--- config.mk ---
export PLATFORM = sky130hd
export DESIGN_NAME = four_sensor_sun_tracker_stepper_core
export DESIGN_NICKNAME = d
export VERILOG_FILES = /design/src/rtl/fsst_pkg.sv /design/src/rtl/fsst_front.sv /design/src/rtl/fsst_queue.sv /design/src/rtl/fsst_back.sv /design/src/rtl/four_sensor_sun_tracker_stepper_core.sv
export SDC_FILE = /design/constraint.sdc
export NUM_CORES = 1
export LEC_CHECK = 0
export CORE_UTILIZATION = 35
export CTS_CLUSTER_SIZE = 24
export DETAILED_ROUTE_END_ITERATION = 6
export DONT_BUFFER_PORTS = 1
export PLACE_DENSITY_LB_ADDON = 0.1
export SLEW_MARGIN = 10
export SYNTH_ARGS = -nofsm -noshare
export SYNTH_HDL_FRONTEND = slang
export SYNTH_SLANG_ARGS = --single-unit
--- constraint.sdc ---
create_clock -name clk -period 11.44 [get_ports clk]
set_input_delay 0.572 -clock clk [delete_from_list [all_inputs] [get_ports clk]]
set_output_delay 0.572 -clock clk [all_outputs]
set_load 0.1 [all_outputs]
--- src/rtl/fsst_pkg.sv ---
// ============================================================================
// fsst_pkg - Shared definitions for the four sensor sun tracker stepper
// Holds register indexes, field widths, reset values, the half-step coil
// table and the structs passed between the front end, queue and back end.
// ============================================================================
package fsst_pkg;

    // Default sample width of each light sensor input.
    localparam int SAMPLE_BITS_DEFAULT = 12;

    // Configuration port geometry.
    localparam int CFG_INDEX_W = 3;
    localparam int CFG_DATA_W  = 16;

    // Register field widths.
    localparam int THRESH_W   = 12;
    localparam int CONFIRM_W  = 4;
    localparam int INTERVAL_W = 8;
    localparam int STEPS_W    = 16;
    localparam int POS_W      = 2;
    localparam int PHASE_W    = 3;
    localparam int COIL_W     = 4;
    localparam int DIR_W      = 2;

    // Register indexes on the configuration port.
    localparam logic [CFG_INDEX_W-1:0] REG_MOVE_THRESHOLD     = 3'd0;
    localparam logic [CFG_INDEX_W-1:0] REG_CONFIRM_COUNT      = 3'd1;
    localparam logic [CFG_INDEX_W-1:0] REG_STEP_INTERVAL_MS   = 3'd2;
    localparam logic [CFG_INDEX_W-1:0] REG_QUARTER_TURN_STEPS = 3'd3;
    localparam logic [CFG_INDEX_W-1:0] REG_HALF_TURN_STEPS    = 3'd4;
    localparam logic [CFG_INDEX_W-1:0] REG_START_POSITION     = 3'd5;

    // Register reset values.
    localparam logic [THRESH_W-1:0]   MOVE_THRESHOLD_RST     = 12'd300;
    localparam logic [CONFIRM_W-1:0]  CONFIRM_COUNT_RST      = 4'd2;
    localparam logic [INTERVAL_W-1:0] STEP_INTERVAL_RST      = 8'd2;
    localparam logic [STEPS_W-1:0]    QUARTER_TURN_STEPS_RST = 16'd1024;
    localparam logic [STEPS_W-1:0]    HALF_TURN_STEPS_RST    = 16'd2048;
    localparam logic [POS_W-1:0]      START_POSITION_RST     = 2'd0;

    // Depth of the word queue between the front end and the back end.
    localparam int QUEUE_DEPTH = 2;

    // Half-step coil patterns, bit 3 drives IN1 down to bit 0 driving IN4.
    localparam logic [COIL_W-1:0] COIL_TABLE [8] = '{
        4'h9, 4'h8, 4'hC, 4'h4, 4'h6, 4'h2, 4'h3, 4'h1
    };

    // One classified pass, as handed from the front end to the back end.
    typedef struct packed {
        logic [POS_W-1:0] best;     // brightest sensor, lowest index on ties
        logic             lead_ok;  // lead over the runner-up reaches threshold
        logic             ms_tick;  // one millisecond elapsed before this pass
    } cls_t;

    // Motion settings used by the back end.
    typedef struct packed {
        logic [CONFIRM_W-1:0]  confirm_count;
        logic [INTERVAL_W-1:0] step_interval_ms;
        logic [STEPS_W-1:0]    quarter_turn_steps;
        logic [STEPS_W-1:0]    half_turn_steps;
    } motion_cfg_t;

    // Restore of the position from storage.
    typedef struct packed {
        logic             load;
        logic [POS_W-1:0] value;
    } pos_load_t;

endpackage

--- src/rtl/fsst_front.sv ---
// ============================================================================
// fsst_front - Input acceptance and light classification
// Picks the brightest sensor and the runner-up, checks the lead against the
// threshold and pushes the classified word into the queue.
// ============================================================================
module fsst_front #(
    parameter int SAMPLE_BITS = fsst_pkg::SAMPLE_BITS_DEFAULT
) (
    input  logic                          in_valid,
    output logic                          in_stall,
    input  logic [SAMPLE_BITS-1:0]        light_br,
    input  logic [SAMPLE_BITS-1:0]        light_tr,
    input  logic [SAMPLE_BITS-1:0]        light_tl,
    input  logic [SAMPLE_BITS-1:0]        light_bl,
    input  logic                          ms_tick,
    input  logic [fsst_pkg::THRESH_W-1:0] move_threshold,
    input  logic                          queue_full,
    output logic                          push,
    output fsst_pkg::cls_t                push_word
);
    import fsst_pkg::*;

    localparam int CMP_W = (SAMPLE_BITS > THRESH_W) ? SAMPLE_BITS : THRESH_W;

    logic [SAMPLE_BITS-1:0] light [4];
    logic [SAMPLE_BITS-1:0] top;
    logic [SAMPLE_BITS-1:0] second;
    logic [POS_W-1:0]       best;
    logic [CMP_W-1:0]       lead;

    assign light[0] = light_br;
    assign light[1] = light_tr;
    assign light[2] = light_tl;
    assign light[3] = light_bl;

    // Brightest sensor; a later sensor must be strictly brighter to win.
    always_comb
    begin
        top  = light[0];
        best = '0;
        for (int i = 1; i < 4; i++)
        begin
            if (light[i] > top)
            begin
                top  = light[i];
                best = POS_W'(i);
            end
        end
    end

    // Runner-up is the brightest of the other three sensors.
    always_comb
    begin
        second = '0;
        for (int i = 0; i < 4; i++)
        begin
            if ((POS_W'(i) != best) && (light[i] > second))
            begin
                second = light[i];
            end
        end
    end

    assign lead = CMP_W'(top - second);

    assign in_stall          = queue_full;
    assign push              = in_valid & ~queue_full;
    assign push_word.best    = best;
    assign push_word.lead_ok = (lead >= CMP_W'(move_threshold));
    assign push_word.ms_tick = ms_tick;

endmodule

--- src/rtl/fsst_queue.sv ---
// ============================================================================
// fsst_queue - Short word queue between the front end and the back end
// A small circular buffer that lets either side stall on its own.
// ============================================================================
module fsst_queue (
    input  logic           clk,
    input  logic           rst_n,
    input  logic           push,
    input  fsst_pkg::cls_t push_word,
    output logic           full,
    input  logic           pop,
    output logic           empty,
    output fsst_pkg::cls_t pop_word
);
    import fsst_pkg::*;

    localparam int PTR_W = (QUEUE_DEPTH > 1) ? $clog2(QUEUE_DEPTH) : 1;
    localparam int CNT_W = $clog2(QUEUE_DEPTH + 1);

    cls_t             mem [QUEUE_DEPTH];
    logic [PTR_W-1:0] wr_ptr_reg;
    logic [PTR_W-1:0] wr_ptr_next;
    logic [PTR_W-1:0] rd_ptr_reg;
    logic [PTR_W-1:0] rd_ptr_next;
    logic [CNT_W-1:0] count_reg;
    logic [CNT_W-1:0] count_next;

    assign full     = (count_reg == CNT_W'(QUEUE_DEPTH));
    assign empty    = (count_reg == '0);
    assign pop_word = mem[rd_ptr_reg];

    always_comb
    begin
        wr_ptr_next = wr_ptr_reg;
        rd_ptr_next = rd_ptr_reg;
        count_next  = count_reg;
        if (push)
        begin
            wr_ptr_next = (wr_ptr_reg == PTR_W'(QUEUE_DEPTH - 1)) ? '0 : wr_ptr_reg + 1'b1;
        end
        if (pop)
        begin
            rd_ptr_next = (rd_ptr_reg == PTR_W'(QUEUE_DEPTH - 1)) ? '0 : rd_ptr_reg + 1'b1;
        end
        if (push && !pop)
        begin
            count_next = count_reg + 1'b1;
        end
        else if (pop && !push)
        begin
            count_next = count_reg - 1'b1;
        end
    end

    always_ff @(posedge clk or negedge rst_n)
    begin
        if (!rst_n)
        begin
            wr_ptr_reg <= '0;
            rd_ptr_reg <= '0;
            count_reg  <= '0;
        end
        else
        begin
            wr_ptr_reg <= wr_ptr_next;
            rd_ptr_reg <= rd_ptr_next;
            count_reg  <= count_next;
        end
    end

    always_ff @(posedge clk)
    begin
        if (push)
        begin
            mem[wr_ptr_reg] <= push_word;
        end
    end

endmodule

--- src/rtl/fsst_back.sv ---
// ============================================================================
// fsst_back - Stepper drive and move decision
// Takes one classified word per cycle unless stalled, advances the half-step
// drive, decides moves and holds the result word until the consumer takes it.
// ============================================================================
module fsst_back (
    input  logic                             clk,
    input  logic                             rst_n,
    input  logic                             empty,
    input  fsst_pkg::cls_t                   pop_word,
    output logic                             pop,
    input  fsst_pkg::motion_cfg_t            motion_cfg,
    input  fsst_pkg::pos_load_t              pos_load,
    output logic                             out_valid,
    input  logic                             out_stall,
    output logic [fsst_pkg::COIL_W-1:0]      coil_pattern,
    output logic [fsst_pkg::POS_W-1:0]       position,
    output logic                             motor_busy,
    output logic                             move_pending,
    output logic                             position_saved
);
    import fsst_pkg::*;

    localparam logic [DIR_W-1:0] DIR_NONE = 2'd0;
    localparam logic [DIR_W-1:0] DIR_FWD  = 2'd1;
    localparam logic [DIR_W-1:0] DIR_REV  = 2'd2;

    localparam logic [POS_W-1:0] DIFF_CW  = 2'd1;
    localparam logic [POS_W-1:0] DIFF_CCW = 2'd3;

    // Motion state.
    logic [POS_W-1:0]      pos_reg,      pos_next;
    logic [DIR_W-1:0]      last_dir_reg, last_dir_next;
    logic [CONFIRM_W-1:0]  mismatch_reg, mismatch_next;
    logic                  moving_reg,   moving_next;
    logic                  rev_reg,      rev_next;
    logic [STEPS_W-1:0]    length_reg,   length_next;
    logic [STEPS_W-1:0]    steps_reg,    steps_next;
    logic [PHASE_W-1:0]    phase_reg,    phase_next;
    logic [INTERVAL_W-1:0] ms_reg,       ms_next;
    logic                  pend_reg,     pend_next;
    logic                  pend_rev_reg, pend_rev_next;
    logic [STEPS_W-1:0]    pend_len_reg, pend_len_next;
    logic [POS_W-1:0]      pend_tgt_reg, pend_tgt_next;
    logic [COIL_W-1:0]     coil_reg,     coil_next;
    logic                  saved_next;

    // Result word.
    logic                  out_valid_reg;
    logic [COIL_W-1:0]     out_coil_reg;
    logic [POS_W-1:0]      out_pos_reg;
    logic                  out_busy_reg;
    logic                  out_pend_reg;
    logic                  out_saved_reg;

    logic [POS_W-1:0]      diff;
    logic                  req_rev;
    logic [STEPS_W-1:0]    req_len;

    assign pop = ~empty & (~out_valid_reg | ~out_stall);

    always_comb
    begin
        pos_next      = pos_reg;
        last_dir_next = last_dir_reg;
        mismatch_next = mismatch_reg;
        moving_next   = moving_reg;
        rev_next      = rev_reg;
        length_next   = length_reg;
        steps_next    = steps_reg;
        phase_next    = phase_reg;
        ms_next       = ms_reg;
        pend_next     = pend_reg;
        pend_rev_next = pend_rev_reg;
        pend_len_next = pend_len_reg;
        pend_tgt_next = pend_tgt_reg;
        coil_next     = coil_reg;
        saved_next    = 1'b0;
        diff          = '0;
        req_rev       = 1'b0;
        req_len       = '0;

        // Stepper advance.
        if (moving_reg)
        begin
            if (pop_word.ms_tick && (ms_reg != '1))
            begin
                ms_next = ms_reg + 1'b1;
            end
            if (ms_next >= motion_cfg.step_interval_ms)
            begin
                ms_next    = '0;
                phase_next = rev_reg ? phase_reg - 1'b1 : phase_reg + 1'b1;
                coil_next  = COIL_TABLE[phase_next];
                steps_next = steps_reg + 1'b1;
                if (steps_next >= length_reg)
                begin
                    moving_next = 1'b0;
                    if (pend_reg)
                    begin
                        moving_next = 1'b1;
                        rev_next    = pend_rev_reg;
                        length_next = pend_len_reg;
                        steps_next  = '0;
                        phase_next  = '0;
                        ms_next     = '0;
                        saved_next  = (pos_reg != pend_tgt_reg);
                        pos_next    = pend_tgt_reg;
                        pend_next   = 1'b0;
                    end
                end
            end
        end

        // Move decision on the position left by the stepper.
        if (pop_word.lead_ok)
        begin
            diff = pop_word.best - pos_next;
            if (diff == '0)
            begin
                mismatch_next = '0;
            end
            else
            begin
                if (diff == DIFF_CW)
                begin
                    req_rev = 1'b0;
                    req_len = motion_cfg.quarter_turn_steps;
                end
                else if (diff == DIFF_CCW)
                begin
                    req_rev = 1'b1;
                    req_len = motion_cfg.quarter_turn_steps;
                end
                else
                begin
                    req_rev = (last_dir_reg == DIR_FWD);
                    req_len = motion_cfg.half_turn_steps;
                end

                if (!moving_next)
                begin
                    if (mismatch_reg != '1)
                    begin
                        mismatch_next = mismatch_reg + 1'b1;
                    end
                    if (mismatch_next >= motion_cfg.confirm_count)
                    begin
                        moving_next   = 1'b1;
                        rev_next      = req_rev;
                        length_next   = req_len;
                        steps_next    = '0;
                        phase_next    = '0;
                        ms_next       = '0;
                        last_dir_next = req_rev ? DIR_REV : DIR_FWD;
                        pos_next      = pop_word.best;
                        saved_next    = 1'b1;
                        mismatch_next = '0;
                    end
                end
                else
                begin
                    pend_next     = 1'b1;
                    pend_rev_next = req_rev;
                    pend_len_next = req_len;
                    pend_tgt_next = pop_word.best;
                    mismatch_next = '0;
                end
            end
        end
    end

    always_ff @(posedge clk or negedge rst_n)
    begin
        if (!rst_n)
        begin
            pos_reg       <= START_POSITION_RST;
            last_dir_reg  <= DIR_NONE;
            mismatch_reg  <= '0;
            moving_reg    <= 1'b0;
            rev_reg       <= 1'b0;
            length_reg    <= '0;
            steps_reg     <= '0;
            phase_reg     <= '0;
            ms_reg        <= '0;
            pend_reg      <= 1'b0;
            pend_rev_reg  <= 1'b0;
            pend_len_reg  <= '0;
            pend_tgt_reg  <= '0;
            coil_reg      <= '0;
            out_valid_reg <= 1'b0;
        end
        else
        begin
            if (pop)
            begin
                pos_reg       <= pos_next;
                last_dir_reg  <= last_dir_next;
                mismatch_reg  <= mismatch_next;
                moving_reg    <= moving_next;
                rev_reg       <= rev_next;
                length_reg    <= length_next;
                steps_reg     <= steps_next;
                phase_reg     <= phase_next;
                ms_reg        <= ms_next;
                pend_reg      <= pend_next;
                pend_rev_reg  <= pend_rev_next;
                pend_len_reg  <= pend_len_next;
                pend_tgt_reg  <= pend_tgt_next;
                coil_reg      <= coil_next;
            end
            else if (pos_load.load)
            begin
                pos_reg <= pos_load.value;
            end

            if (pop)
            begin
                out_valid_reg <= 1'b1;
            end
            else if (!out_stall)
            begin
                out_valid_reg <= 1'b0;
            end
        end
    end

    always_ff @(posedge clk)
    begin
        if (pop)
        begin
            out_coil_reg  <= coil_next;
            out_pos_reg   <= pos_next;
            out_busy_reg  <= moving_next;
            out_pend_reg  <= pend_next;
            out_saved_reg <= saved_next;
        end
    end

    assign out_valid      = out_valid_reg;
    assign coil_pattern   = out_coil_reg;
    assign position       = out_pos_reg;
    assign motor_busy     = out_busy_reg;
    assign move_pending   = out_pend_reg;
    assign position_saved = out_saved_reg;

endmodule

--- src/rtl/four_sensor_sun_tracker_stepper_core.sv ---
// ============================================================================
// four_sensor_sun_tracker_stepper_core - Sun tracker with half-step drive
// Turns passes of four light samples into coil patterns and position updates
// for a four-position tracker driven by an 8-phase half-step motor.
// ============================================================================
//
//  Channel   Handshake              Direction  Word contents
//  --------  ---------------------  ---------  ---------------------------------
//  in        in_valid / in_stall    input      light_br, light_tr, light_tl,
//                                              light_bl, ms_tick
//  out       out_valid / out_stall  output     coil_pattern, position,
//                                              motor_busy, move_pending,
//                                              position_saved
//  cfg       cfg_we                 input      cfg_index, cfg_data
//
// Every input word yields exactly one output word. The block sustains one
// word per cycle while the output is not stalled; an accepted word is
// registered first in the queue and then in the back end's output register,
// and a stalled output can hold it between the two. The back end's state
// update for each word sets that rate.
// Reset (rst_n low, asynchronous) loads the register defaults, stops the
// motor, turns all coils off and empties the queue.
// A stalled output holds its word; the two-entry queue fills behind it and
// in_stall rises only once the queue is full.
//
// The front end classifies each pass: it finds the brightest sensor (the
// lowest index wins ties) and whether its lead over the runner-up reaches
// move_threshold. The classified word then waits in the queue until the back
// end takes it. The back end first advances the stepper (millisecond count,
// phase index, step count, end of move and start of a queued move) and then
// acts on the classified word: it confirms a move while idle, or replaces
// the one queued move while busy.
//
// Writing start_position also loads the current position at once, as a
// restore from storage. Configuration is to be written only while the block
// is idle, so the front and back end see settled values; nothing enforces it.
// ============================================================================
module four_sensor_sun_tracker_stepper_core #(
    parameter int SAMPLE_BITS = fsst_pkg::SAMPLE_BITS_DEFAULT
) (
    input  logic                             clk,
    input  logic                             rst_n,

    // Configuration port
    input  logic                             cfg_we,
    input  logic [fsst_pkg::CFG_INDEX_W-1:0] cfg_index,
    input  logic [fsst_pkg::CFG_DATA_W-1:0]  cfg_data,

    // Input channel
    input  logic                             in_valid,
    output logic                             in_stall,
    input  logic [SAMPLE_BITS-1:0]           light_br,
    input  logic [SAMPLE_BITS-1:0]           light_tr,
    input  logic [SAMPLE_BITS-1:0]           light_tl,
    input  logic [SAMPLE_BITS-1:0]           light_bl,
    input  logic                             ms_tick,

    // Output channel
    output logic                             out_valid,
    input  logic                             out_stall,
    output logic [fsst_pkg::COIL_W-1:0]      coil_pattern,
    output logic [fsst_pkg::POS_W-1:0]       position,
    output logic                             motor_busy,
    output logic                             move_pending,
    output logic                             position_saved
);
    import fsst_pkg::*;

    // Configuration registers.
    logic [THRESH_W-1:0]   move_threshold_reg;
    logic [CONFIRM_W-1:0]  confirm_count_reg;
    logic [INTERVAL_W-1:0] step_interval_reg;
    logic [STEPS_W-1:0]    quarter_steps_reg;
    logic [STEPS_W-1:0]    half_steps_reg;

    motion_cfg_t motion_cfg;
    pos_load_t   pos_load;

    logic queue_full;
    logic queue_empty;
    logic push;
    logic pop;
    cls_t push_word;
    cls_t pop_word;

    // Register decode. The start position itself is only kept in the back
    // end's position register, so a write here only raises the load strobe.
    always_ff @(posedge clk or negedge rst_n)
    begin
        if (!rst_n)
        begin
            move_threshold_reg <= MOVE_THRESHOLD_RST;
            confirm_count_reg  <= CONFIRM_COUNT_RST;
            step_interval_reg  <= STEP_INTERVAL_RST;
            quarter_steps_reg  <= QUARTER_TURN_STEPS_RST;
            half_steps_reg     <= HALF_TURN_STEPS_RST;
        end
        else if (cfg_we)
        begin
            unique case (cfg_index)
                REG_MOVE_THRESHOLD:     move_threshold_reg <= cfg_data[THRESH_W-1:0];
                REG_CONFIRM_COUNT:      confirm_count_reg  <= cfg_data[CONFIRM_W-1:0];
                REG_STEP_INTERVAL_MS:   step_interval_reg  <= cfg_data[INTERVAL_W-1:0];
                REG_QUARTER_TURN_STEPS: quarter_steps_reg  <= cfg_data[STEPS_W-1:0];
                REG_HALF_TURN_STEPS:    half_steps_reg     <= cfg_data[STEPS_W-1:0];
                default:                ;
            endcase
        end
    end

    assign pos_load.load  = cfg_we && (cfg_index == REG_START_POSITION);
    assign pos_load.value = cfg_data[POS_W-1:0];

    assign motion_cfg.confirm_count      = confirm_count_reg;
    assign motion_cfg.step_interval_ms   = step_interval_reg;
    assign motion_cfg.quarter_turn_steps = quarter_steps_reg;
    assign motion_cfg.half_turn_steps    = half_steps_reg;

    fsst_front #(
        .SAMPLE_BITS (SAMPLE_BITS)
    ) u_front (
        .in_valid       (in_valid),
        .in_stall       (in_stall),
        .light_br       (light_br),
        .light_tr       (light_tr),
        .light_tl       (light_tl),
        .light_bl       (light_bl),
        .ms_tick        (ms_tick),
        .move_threshold (move_threshold_reg),
        .queue_full     (queue_full),
        .push           (push),
        .push_word      (push_word)
    );

    fsst_queue u_queue (
        .clk       (clk),
        .rst_n     (rst_n),
        .push      (push),
        .push_word (push_word),
        .full      (queue_full),
        .pop       (pop),
        .empty     (queue_empty),
        .pop_word  (pop_word)
    );

    fsst_back u_back (
        .clk            (clk),
        .rst_n          (rst_n),
        .empty          (queue_empty),
        .pop_word       (pop_word),
        .pop            (pop),
        .motion_cfg     (motion_cfg),
        .pos_load       (pos_load),
        .out_valid      (out_valid),
        .out_stall      (out_stall),
        .coil_pattern   (coil_pattern),
        .position       (position),
        .motor_busy     (motor_busy),
        .move_pending   (move_pending),
        .position_saved (position_saved)
    );

endmodule

# Word-level counts from Yosys, hierarchy flattened
# Memories as Yosys holds them, arrays and structs flattened.
# Cells that the tools add are included.
# totals
ff_bits	147
latchBits	0
ramBits	8
romBits	32
elab_cells	212
memories	2
# memory_table
name	words	word_bits	read_ports	rd_clocked_by_memory_dff	write_ports	line_no	text
(no name shown)	8	4	1	0	0	fsst_back.sv:94	coil_next = COIL_TABLE[phase_next];
u_queue.mem	2	4	1	0	1	fsst_queue.sv:20	cls_t mem [QUEUE_DEPTH];
# classes
add_sub_neg	11
mul	0
div_mod_pow	0
order_cmp	12
eq_ne	16
shift	0
muxes	109
n_bitwise	10
n_reduce_logical	24
# ops
operator	count
2-to-1 mux 16 bit	18
2-to-1 mux 12 bit	7
greater-than comparator 12 bit	6
2-to-1 mux 8 bit	8
2-to-1 mux 4 bit	11
2-to-1 mux 1 bit	41
2-to-1 mux 2 bit	15
2-to-1 mux 3 bit	9
adder 16 x 1 -> 16 bit (second input constant)	1
>= comparator 16 bit	1
>= comparator 12 bit	1
greater-than comparator 12 x 1 -> 1 bit (second input constant)	1
AND reduction 2 bit	6
subtractor 12 bit	1
adder 8 x 1 -> 8 bit (second input constant)	1
>= comparator 8 bit	1
logical AND 1 bit	8
inequality test 8 bit (second input constant)	1
equality test 3 x 2 -> 1 bit (second input constant)	2
equality test 3 bit (second input constant)	2
NOT 1 bit	6
nonzero test 2 bit	3
AND reduction 5 bit	1
adder 4 x 1 -> 4 bit (second input constant)	1
other kinds (23)	30

# Depth between registers and ports, before layout
# Gate-level depths: netlist of run 1.
# logic_depth
word_depth	20
depth_mapped	77
mapped_depth_nobuf	70

# Modules after synthesis
# A second synthesis of run 1 with hierarchy kept.
# hier_totals
cells_unflattened	1191
hier_area_um2	11589.9
# by_module_without_submodules
module	instances	cells_per_inst	area_each_um2	seq_area_each_um2
fsst_back	1	548	5442.7	2222.1
fsst_front	1	492	3484.6	0.0
four_sensor_sun_tracker_stepper_core	1	123	2188.3	1411.4
fsst_queue	1	28	474.2	340.3

# Worst setup path after synthesis of run 1
# Ideal clock, no wire load.
# synth_path
path_type	in2reg
startpoint	input port light_br[9]
endpoint	memory u_queue.mem[0][1] (netlist bit) (data pin)
setup_time_ps	257
arrival_ps	13811
t_required_ps	11183
slack_ps	-2628
stages	74
path_buffers	8
cell_sequence	inv_1 ha_1 a211oi_2 o21ai_1 a2111oi_4 a21oi_1 clkbuf_1 buf_1 a21oi_1 ha_1 a21o_1 a21oi_1 a21oi_1 o31ai_1 nor3_2 o221ai_4 buf_6 clkbuf_1 [... 38 more ...] clkbuf_1 mux2_2 ha_1 inv_1 fa_1 ha_1 a21o_1 a21o_1 a21o_1 a21o_1 a21o_1 a21o_1 a21oi_1 nor2b_1 o21ai_0 nand2b_1 a21o_1 a21o_1
# synth_rtl
element	line_no	text
start, declared	four_sensor_sun_tracker_stepper_core.sv:52	input logic [SAMPLE_BITS-1:0] light_br,
end, declared	fsst_queue.sv:20	

==> run metrics, run 1 <==
run status finished, violations left; failing checks setup timing; maximum number of pins on one net before global-route repair 133; Initial Util 35.8%; Peak VDD IR 0.120 mV; Slew @ Worst Pin 1.05 ns; H-Tree Depth 4; Total Wirelength 31.0 mm; Hold WS 0.0545 ns; Post-route DRC 0; GP Congestion 0.840; Hold Path Class in -> async; most frequent cell after synthesis nand2_1; share of cells above drive strength 1 28.3%; Clock Latency Late Sink 0.43 ns; xor/xnor share of the synthesized area 3.00%; post-synth top area share 28.5%; CTS tree yes; Switching Power 1.65 mW; Filler Cell Count 3065; Setup WS pre-CTS -2.08 ns; slew margin rel. 29.5%; Clock Skew 0.00748 ns; Seq/Total Area, Yosys 34.9%; routed len/inst 16.8 µm; Max Fclk 78.9 MHz; core outline area 31800 µm²; flops & latches, synth 155; Yosys warning count 0; GRT overflow 0; IO Count 84; Crit path top cell by count a21o_1; FFs w/ async S/R, synth 89.0%; switching share of power 42.2%; Mapped Cells 1245; die area 33300 µm²; Synth area leaders dfrtp_1 29%, ha_1 14%, mux2_2 5.2%; syn_nets 1449; max cap viols 0; first-pass GRT wire length 50.7 mm; leading area contributor after synthesis dfrtp_1; Worst EP arrival 12.85 ns; ys flop type dfrtp_1; mux share of post-synthesis cell area 9.65%; max-slew violation count 0; Combinational Power Share 60.7%; clk buf depth 2; Clk network pwr share 14.2%; Core Rows 65; P_leak 6.72 nW; Routed Antenna Nets 0; # diodes 0; Syn-to-layout area delta 28.1%; Synth Cell Area 11400 µm²; WS Path Type in -> reg; first drt pass iteration count 5; fin crit period 12.67 ns; GRT Util Overall 19.4%; Root Driver clkbuf_16; input/output buffers 0; adder-cell share of the synthesized area 14.5%; Final Net Count 1603; vias in the first global route 9546; Vias 9450; sequential power share 25.2%; pwr/cell area 268 nW/µm²; Num Clock Sinks 155; die width 182 µm; Setup crit end kind register; Num CTS Buffers 17; fin crit share 111%; final setup vio count 2; Internal 2.26 mW; critical path launch point type input pin; worst setup margin -1.23 ns; worst path required time 11.62 ns; Final HPWL DP 23.1 mm; Simple-Gate Fraction of Synth Area 15.3%; Worst path top cell family by delay compound AO/OA/AOI/OAI gates; top cells by count, synth 142 x nand2_1, 130 x dfrtp_1, 129 x ha_1; Vias/cell 5.12; Buf/Inv on CP 14; unrepaired setup endpoints after global routing yes; Compound-Gate Fraction of Synth Area 17.2%; Distinct cells, synth 75; Iter 0 DRT Violations 439; endpoints failing hold 0; initial antenna violation count 0; height of the die 182 µm; Worst Path Max Fanout 8; EDFF count, synth 17; Slowest cell on crit path a2111oi_4; clk slew on worst S/H paths 0.06 ns; Layout Utilization 45.9%; main combinational cell family by area after synthesis compound AO/OA/AOI/OAI gates; Crit path largest cell delay 0.45 ns; Mapped Avg Cell Area 9.16 µm²
[path summary, 6_finish.rpt]
path | from | end | slack, ns | cells after the start
max in group asynchronous | rst_n | move_threshold_reg[3] | 10.49 | 1
min reg2reg | u_back.coil_reg[0] | u_back.coil_reg[0] | 0.48 | 2
min in group clk | ms_tick | u_queue.mem[1][0] | 0.24 | 0
max | light_tr[9] | u_queue.mem[1][1] | -1.23 | 71
max reg2reg | u_back.ms_reg[0] | u_back.steps_reg[5] | 4.14 | 25
min | rst_n | u_back.mismatch_reg[2] | 0.05 | 1
[cell families after synthesis]
family                     after synthesis
and+or+nand+nor                        368
DFF                                    155
xor gates and xnor gates                39
muxes                                  101
AOI/OAI and AO/OA                      294
adders and majority gates              131
buffers and inverters                  157
[what timing repair did]
action	CTS	global route
setup endpoints to repair	2	2
gates resized for setup	54	81
pin swaps	30	59
buffers inserted	13	19
hold buffers	2	0
hold endpoints to repair	132	0
gates cloned	3	2
[placed cells by master (no fill, tap or decap), types with 22 or more instances in the layout]
cell type and n:
a21o_1 48, dfrtp_1 130, nand4_1 22, o21ai_0 57
nand3_1 30, ha_1 106, nor2_1 58, xnor2_1 31
a21oi_1 32, nand2_1 132, nor3_1 28, inv_1 103
buf_4 152, ha_4 23, mux2i_1 30, mux2_2 51
[layout make-up]
cell class,count,area (µm²),area share [%]
repair buffers,176,1490,10.2
clock inverters,9,75.1,0.514
clock buffers,23,509,3.49
multi-input cells,934,7570,51.8
flip-flops and latches,155,3970,27.2
well taps,435,544,3.73
inverters,115,439,3.01
[per-layer routing]
| metal | global-route usage (%) | wire (µm) | vias to the layer above |
|---|---|---|---|
| li1 | - | - | 4767 |
| met1 | 23.2 | 13600 | 4494 |
| met2 | 34.6 | 15600 | 155 |
| met3 | 4.27 | 1330 | 34 |
| met4 | 5.24 | 538 | 0 |
| met5 | 0 | 0 | - |
[power by group through the flow]
stage | Combinational [mW] | Clock, mW | Sequential [mW]
2_1_floorplan | 1.53 | 0 | 0.956
3_3_place_gp | 2.15 | 0 | 0.989
3_5_place_dp | 2.17 | 0 | 0.992
4_1_cts | 2.26 | 0.573 | 0.984
5_1_grt | 2.69 | 0.596 | 1.01
6_report | 2.37 | 0.553 | 0.983
[worst reg2reg max path: cells and delay by family, from the launching register on]
kind,cells,cell delay (ns)
AO/OA/AOI/OAI,9,2.31
AND/OR/NAND/NOR,9,2.34
multiplexers,1,0.26
adder cells (fa/ha/maj),3,1.18
XOR/XNOR,1,0.19
flip-flops,1,0.44
buffers and inverters,2,0.41
[per-stage QoR]
stage | setup TNS [ns] | area, µm² | power [mW] | std cells
after floorplan | -2.31 | 11700 | 2.49 | 1245
after global placement | -4.13 | 13100 | 3.14 | 1778
after detailed placement | -4.16 | 13100 | 3.16 | 1778
after CTS | -2.63 | 14000 | 3.82 | 1827
after global routing | -3.68 | 14600 | 4.30 | 1847
final | -2.45 | 14600 | 3.91 | 1847
Note: power is estimated with default switching activity, not from simulation.
==> run 2, diff against run 1 <==
ABC_AREA = 1   (was not set)
CTS_BUF_LIST = sky130_fd_sc_hd__clkbuf_16   (was not set)
MAX_ROUTING_LAYER = met4   (was not set)
==> run 2 against run 1 <==
The flow now finishes without violations. Register-to-register slack better by 1.1 ns. Critical path depth is 14 higher. Maximum frequency increased by 18%. Flip-flop and latch count stayed put.
==> run metrics, run 2 <==
run status finished clean; CP Launch Point light_br[5]; main combinational cell family by area after synthesis simple AND/OR/NAND/NOR gates; r2r setup slk 5.26 ns (+1.12 ns); CP endpoint u_queue.mem[0][1]; Worst EP arrival 10.92 ns (-1.93 ns); mux share of post-synthesis cell area 0.347% (-9.3 points); Iter 0 DRT Violations 545 (+24%); dpl cell area 12200 µm² (-6.8%); Compound-Gate Fraction of Synth Area 16.7% (-0.51 points); flops & latches, synth 155 (unchanged); syn_nets 1728 (+19%); FFs w/ async S/R, synth 89.0% (unchanged); Seq/Total Area, Yosys 34.4% (-0.45 points); clk buf depth 2 (unchanged); Vias 10100 (+7.0%); Crit path top cell by count nand2_1; vias in the first global route 9754 (+2.2%); Placed Cells 1956 (+10%); die area 33700 µm² (+1.3%); critical path launch point type input pin; Total Wirelength 32.8 mm (+6.0%); Hold Path Class in -> async; fin crit period 10.73 ns (-1.93 ns); top cells by count, synth 385 x nand2_1, 213 x inv_1, 182 x o21ai_0; Layout Utilization 42.0% (-3.9 points); routed len/inst 16.2 µm (-3.1%); die width 184 µm (+0.64%); Initial Util 35.5% (-0.35 points); Slew @ Worst Pin 1.05 ns (+0.000617 ns); most frequent cell after synthesis nand2_1; Mapped Cells 1524 (+22%); cell area after layout 13700 µm² (-6.3%); leading area contributor after synthesis dfrtp_1; Mapped Avg Cell Area 7.58 µm² (-17%); Worst Path Max Fanout 8 (unchanged); CTS tree yes; max-slew violation count 0 (unchanged); Simple-Gate Fraction of Synth Area 22.0% (+6.7 points); Slowest cell on crit path ha_1; Core Rows 66 (+1.5%); R2R cell count 24 (-4.0%); fin crit share 93.8% (-17 points); fin cells 2021 (+9.4%); Final Net Count 1770 (+10%); worst path required time 11.62 ns (about the same); ys flop type dfrtp_1; Distinct cells, synth 53 (-29%); Peak VDD IR 0.145 mV (+21%); IO Count 84 (unchanged); input/output buffers 0 (unchanged); # diodes 0 (unchanged); FF-to-FF End u_back.last_dir_reg[0]; adder-cell share of the synthesized area 14.3% (-0.19 points); Root Driver clkbuf_16; xor/xnor share of the synthesized area 2.96% (-0.039 points); Crit path largest cell delay 0.33 ns (-0.12 ns); clk slew on worst S/H paths 0.07 ns (about the same); GRT overflow 0 (unchanged); WS Path Type in -> reg; Num Clock Sinks 155 (unchanged); max cap viols 0 (unchanged); share of cells above drive strength 1 15.9% (-12 points); Post-route DRC 0 (unchanged); Buf/Inv on CP 11 (-3); Clock Skew 0.0165 ns (+0.00898 ns); GP Congestion 0.908 (+8.1%); EDFF count, synth 17 (unchanged); core outline area 32500 µm² (+2.3%); Syn-to-layout area delta 18.5%; maximum number of pins on one net before global-route repair 137 (+3.0%); Num CTS Buffers 17 (unchanged); P_leak 6.62 nW (-1.5%); H-Tree Depth 4 (unchanged); Final HPWL DP 23.3 mm (+1.1%); Worst path top cell family by delay simple AND/OR/NAND/NOR gates; Crit. path cell count 85 (+20%); final setup vio count 0 (-2); initial antenna violation count 0 (unchanged); Worst R2R Start u_back.steps_reg[0]; Routed Antenna Nets 0 (unchanged); Synth area leaders dfrtp_1 28%, ha_1 14%, nand2_1 13%; Filler Cell Count 3405 (+11%); Vias/cell 5.00 (-2.2%); first drt pass iteration count 5 (unchanged); GRT Util Overall 20.5% (+1.1 points); commonest non-fill, non-tap cell in the layout nand2_1; Max Fclk 93.2 MHz (+18%); most frequent cells in the layout 358 x nand2_1, 209 x inv_1, 144 x o21ai_0, 130 x dfrtp_1, 113 x ha_1; Clock Latency Late Sink 0.44 ns (about the same); Setup crit end kind register; slew margin rel. 29.8% (+0.25 points); pwr/cell area 275 nW/µm² (+2.7%); Synth Cell Area 11500 µm² (+1.3%); first-pass GRT wire length 51.9 mm (+2.3%); endpoints failing hold 0 (unchanged); Yosys warning count 0 (unchanged); post-synth top area share 28.2% (-0.37 points); height of the die 184 µm (+0.64%)
run 2: changes by cell type after synthesis, moves of 16 or more:
cell      before  now
xor2_1         8   32
o21ai_1        9   27
nand2b_1      16    0
nand2_1      142  385
a211oi_1      20    4
nor2_1        67   48
a21o_1        48    5
mux2i_1       33    4
xnor2_1       31    7
o21ai_0       77  182
nand3_1       33   80
mux2_2        53    0
inv_1        113  213
run 2: per-layer routing:
metal / track usage (%) / vias to the layer above / wire [µm]
met4: 5.40 / 0 / 488
met5: - / - / 0
met1: 26.2 / 4782 / 15300
li1: - / 5153 / -
met3: 4.50 / 32 / 1390
met2: 32.5 / 148 / 15600
run 2: final cells by class:
class	instances	area [µm²]	share of cell area, %
flip-flops and latches	155	3970	29.1
multi-input cells	1105	7180	52.5
repair buffers	64	557	4.07
inverters	223	858	6.28
clock buffers	18	450	3.29
well taps	442	553	4.04
clock inverters	14	105	0.768
run 2: repair_timing:
| item | in CTS | in global routing |
|---|---|---|
| gates resized for setup | 0 | 167 |
| hold endpoints to repair | 136 | 0 |
| hold buffers | 2 | 0 |
| setup endpoints to repair | 0 | 2 |
| setup buffers | 0 | 23 |
run 2: report_power, final:
group	internal (mW)	total [mW]	switching (mW)
registers	0.755	0.980	0.224
clock network	0.309	0.553	0.244
logic	0.882	2.23	1.34
run 2: through the flow:
stage | hold WS, ns | worst slack (ns) | total power [mW] | TNS [ns]
final | 0.115 | 0.706 | 3.76 | 0
after global routing | 0.195 | -0.0818 | 4.17 | -0.164
after CTS | 0.180 | 0.0298 | 3.61 | 0
after detailed placement | 0.285 | -0.380 | 3.02 | -0.760
after global placement | 0.283 | -0.261 | 2.99 | -0.522
after floorplan | 0.276 | 0.0825 | 2.48 | 0
run 2: how the worst min path moves through the flow:
stage,slack (ns),from,cells after the start,end
final,0.12,rst_n,1,u_back.steps_reg[7]
after global routing,0.19,rst_n,1,u_back.steps_reg[8]
after CTS,0.18,rst_n,1,u_back.steps_reg[7]
after detailed placement,0.28,rst_n,0,u_back.steps_reg[9]
after global placement,0.28,rst_n,0,u_back.steps_reg[10]
after floorplan,0.28,rst_n,0,confirm_count_reg[0]
run 2: cell families after synthesis:
logic type / after synthesis
AOI/OAI and AO/OA: 346
xor gates and xnor gates: 39
adders and majority gates: 131
buffers and inverters: 271
DFF: 155
muxes: 4
and+or+nand+nor: 578
==> run 3, diff against run 2 <==
SYNTH_HIERARCHICAL = 1   (was not set)
==> run 3 against run 2 <==
Flip-flop and latch count did not move. Register-to-register slack improved by 0.20 ns. Global-route usage shrank 0.59 points. Die area up 4.2%. Worst setup slack lost 0.19 ns. Via count rose by 6.9%. Clock skew shrank 0.0027 ns. Sequential power decreased by 2.2%. Synthesized cell count increased by 6.6%. Routed wire length increased by 4.0%. Largest power group unchanged. Highest routed layer unchanged.
==> run metrics, run 3 <==
# diodes 0 (unchanged); maximum number of pins on one net before global-route repair 131 (-4.4%); slew margin rel. 27.7% (-2.1 points); Worst Path Max Fanout 7 (-1); dpl cell area 13200 µm² (+8.7%); share of cells above drive strength 1 22.6% (+6.7 points); fin crit share 95.5% (+1.7 points); r2r setup slk 5.46 ns (+0.20 ns); Mapped Cells 1625 (+6.6%); Peak VDD IR 0.137 mV (-5.6%); GP Congestion 0.857 (-5.6%); max-slew violation count 0 (unchanged); height of the die 187 µm (+2.1%); Total Wirelength 34.2 mm (+4.0%); top cells by count, synth 486 x nand2_1, 210 x inv_1, 130 x dfrtp_1; most frequent cell after synthesis nand2_1; syn_nets 1829 (+5.8%); Syn-to-layout area delta 25.7%; leading area contributor after synthesis dfrtp_1; FFs w/ async S/R, synth 89.0% (unchanged); Root Driver clkbuf_16; Slowest cell on crit path ha_1; Seq/Total Area, Yosys 33.0% (-1.4 points); Slew @ Worst Pin 1.08 ns (+0.0317 ns); ys flop type dfrtp_1; total power 4.04 mW (+7.5%); vias in the first global route 10600 (+8.4%); Clock Skew 0.0138 ns (-0.00270 ns); worst path required time 11.62 ns (about the same); H-Tree Depth 4 (unchanged); unrepaired setup endpoints after global routing yes; Vias/cell 4.89 (-2.3%); EDFF count, synth 17 (unchanged); Num Clock Sinks 155 (unchanged); post-synth top area share 27.0% (-1.1 points); WS Path Type in -> reg; first drt pass iteration count 5 (unchanged); Num CTS Buffers 17 (unchanged); Synth Cell Area 12000 µm² (+4.2%); Hold WS 0.137 ns (+0.0213 ns); Mapped Avg Cell Area 7.41 µm² (-2.2%); critical path launch point type input pin; endpoints failing hold 0 (unchanged); main combinational cell family by area after synthesis simple AND/OR/NAND/NOR gates; post-route setup TNS 0 ns (unchanged); fin crit period 10.93 ns (+0.192 ns); Vias 10800 (+6.9%); Max Fclk 91.5 MHz (-1.8%); flops & latches, synth 155 (unchanged); final setup vio count 0 (unchanged); Crit path top cell by count nand2_1; Iter 0 DRT Violations 441 (-19%); first-pass GRT wire length 54.2 mm (+4.4%); mux share of post-synthesis cell area 1.95% (+1.6 points); clk slew on worst S/H paths 0.07 ns (about the same); most frequent cells in the layout 453 x nand2_1, 190 x inv_1, 136 x buf_4, 130 x dfrtp_1, 116 x nand3_1; GRT Util Overall 19.9% (-0.59 points); Crit path largest cell delay 0.34 ns (about the same); max cap viols 0 (unchanged); Filler Cell Count 3451 (+1.4%); GRT overflow 0 (unchanged); die width 187 µm (+2.1%); input/output buffers 0 (unchanged); Compound-Gate Fraction of Synth Area 12.4% (-4.3 points); clk buf depth 2 (unchanged); pwr/cell area 267 nW/µm² (-2.8%); fin cells 2210 (+9.4%); Initial Util 35.7% (+0.23 points); Post-route DRC 0 (unchanged); core outline area 33700 µm² (+3.6%); commonest non-fill, non-tap cell in the layout nand2_1; Yosys warning count 6 (+6); Synth area leaders dfrtp_1 27%, nand2_1 15%, ha_1 13%; Clock Latency Late Sink 0.43 ns (about the same); Setup crit end kind register; adder-cell share of the synthesized area 13.7% (-0.58 points); Hold Path Class in -> async; P_leak 7.56 nW (+14%); Simple-Gate Fraction of Synth Area 26.9% (+4.9 points); routed len/inst 15.5 µm (-4.9%); CTS tree yes; Core Rows 67 (+1.5%); Final Net Count 1953 (+10%); cell area after layout 15100 µm² (+11%); die area 35100 µm² (+4.2%); Distinct cells, synth 58 (+9.4%); Placed Cells 2140 (+9.4%); FF-to-FF End u_back/pend_len_reg[11]; IO Count 84 (unchanged); xor/xnor share of the synthesized area 2.69% (-0.27 points); Worst R2R Start u_back/ms_reg[0]; Worst EP arrival 11.11 ns (+0.19 ns); run status finished clean; Routed Antenna Nets 0 (unchanged); R2R cell count 28 (+17%); initial antenna violation count 0 (unchanged); Final HPWL DP 24.5 mm (+5.0%)
run 3: layout make-up:
type	instances	area (µm²)	area share (%)
Clock buffer	17	425	2.81
Clock inverter	15	173	1.14
Inverter	218	851	5.62
Multi-Input combinational cell	1202	7820	51.7
Sequential cell	155	3970	26.3
Tap cell	448	561	3.70
Timing Repair Buffer	155	1330	8.79
run 3: worst max-delay path by stage:
stage	start	end	slack [ns]	cells after the start
3_3_place_gp	light_br[9]	u_queue/mem[0][1]	-0.66	84
4_1_cts	light_br[11]	u_queue/mem[1][1]	0.1	87
3_5_place_dp	light_br[11]	u_queue/mem[0][1]	-0.68	86
2_1_floorplan	light_br[11]	u_queue/mem[0][1]	0.06	88
5_1_grt	light_br[11]	u_queue/mem[0][1]	-0.20	91
6_report	light_br[7]	u_queue/mem[0][1]	0.51	87
run 3: metal layers:
layer	GRT usage, %	up-vias	share of wire, %
li1	-	5571	-
met1	23.2	5062	44
met2	34.2	145	50
met3	4.47	31	4.2
met4	5.25	0	1.3
met5	-	-	0
run 3: cell families after synthesis:
kind of cell             Yosys count
multiplexers                      23
flip-flops                       155
adder cells (fa/ha/maj)          131
buffers and inverters            271
AO/OA/AOI/OAI                    265
AND/OR/NAND/NOR                  743
XOR/XNOR                          37
run 3: timing repair:
item | in CTS | in global routing
hold buffers | 2 | 0
resized for setup | 9 | 212
setup buffers | 0 | 30
pin swaps | 0 | 80
gates cloned | 0 | 6
endpoints found under the setup margin | 2 | 2
endpoints found under the hold margin | 130 | 0
run 3: metrics by stage:
| stage | util [%] | worst slack, ns |
|---|---|---|
| after global placement | 39.3 | -0.663 |
| after CTS | 41.2 | 0.0951 |
| final | 44.9 | 0.513 |
| after global routing | 44.9 | -0.196 |
| after detailed placement | 39.3 | -0.678 |
| after floorplan | - | 0.0594 |
run 3: critical path: cells and delay by family:
kind | cells | cell delay [ns]
fa+ha+maj | 8 | 2.15
buf+inv | 13 | 1.26
compound gates | 24 | 3.51
xor+xnor | 1 | 0.17
simple gates | 41 | 3.43
run 3: where the power goes:
group / internal [mW] / switching (mW)
logic: 1.12 / 1.38
clock network: 0.313 / 0.266
registers: 0.737 / 0.221
total: 2.17 / 1.87
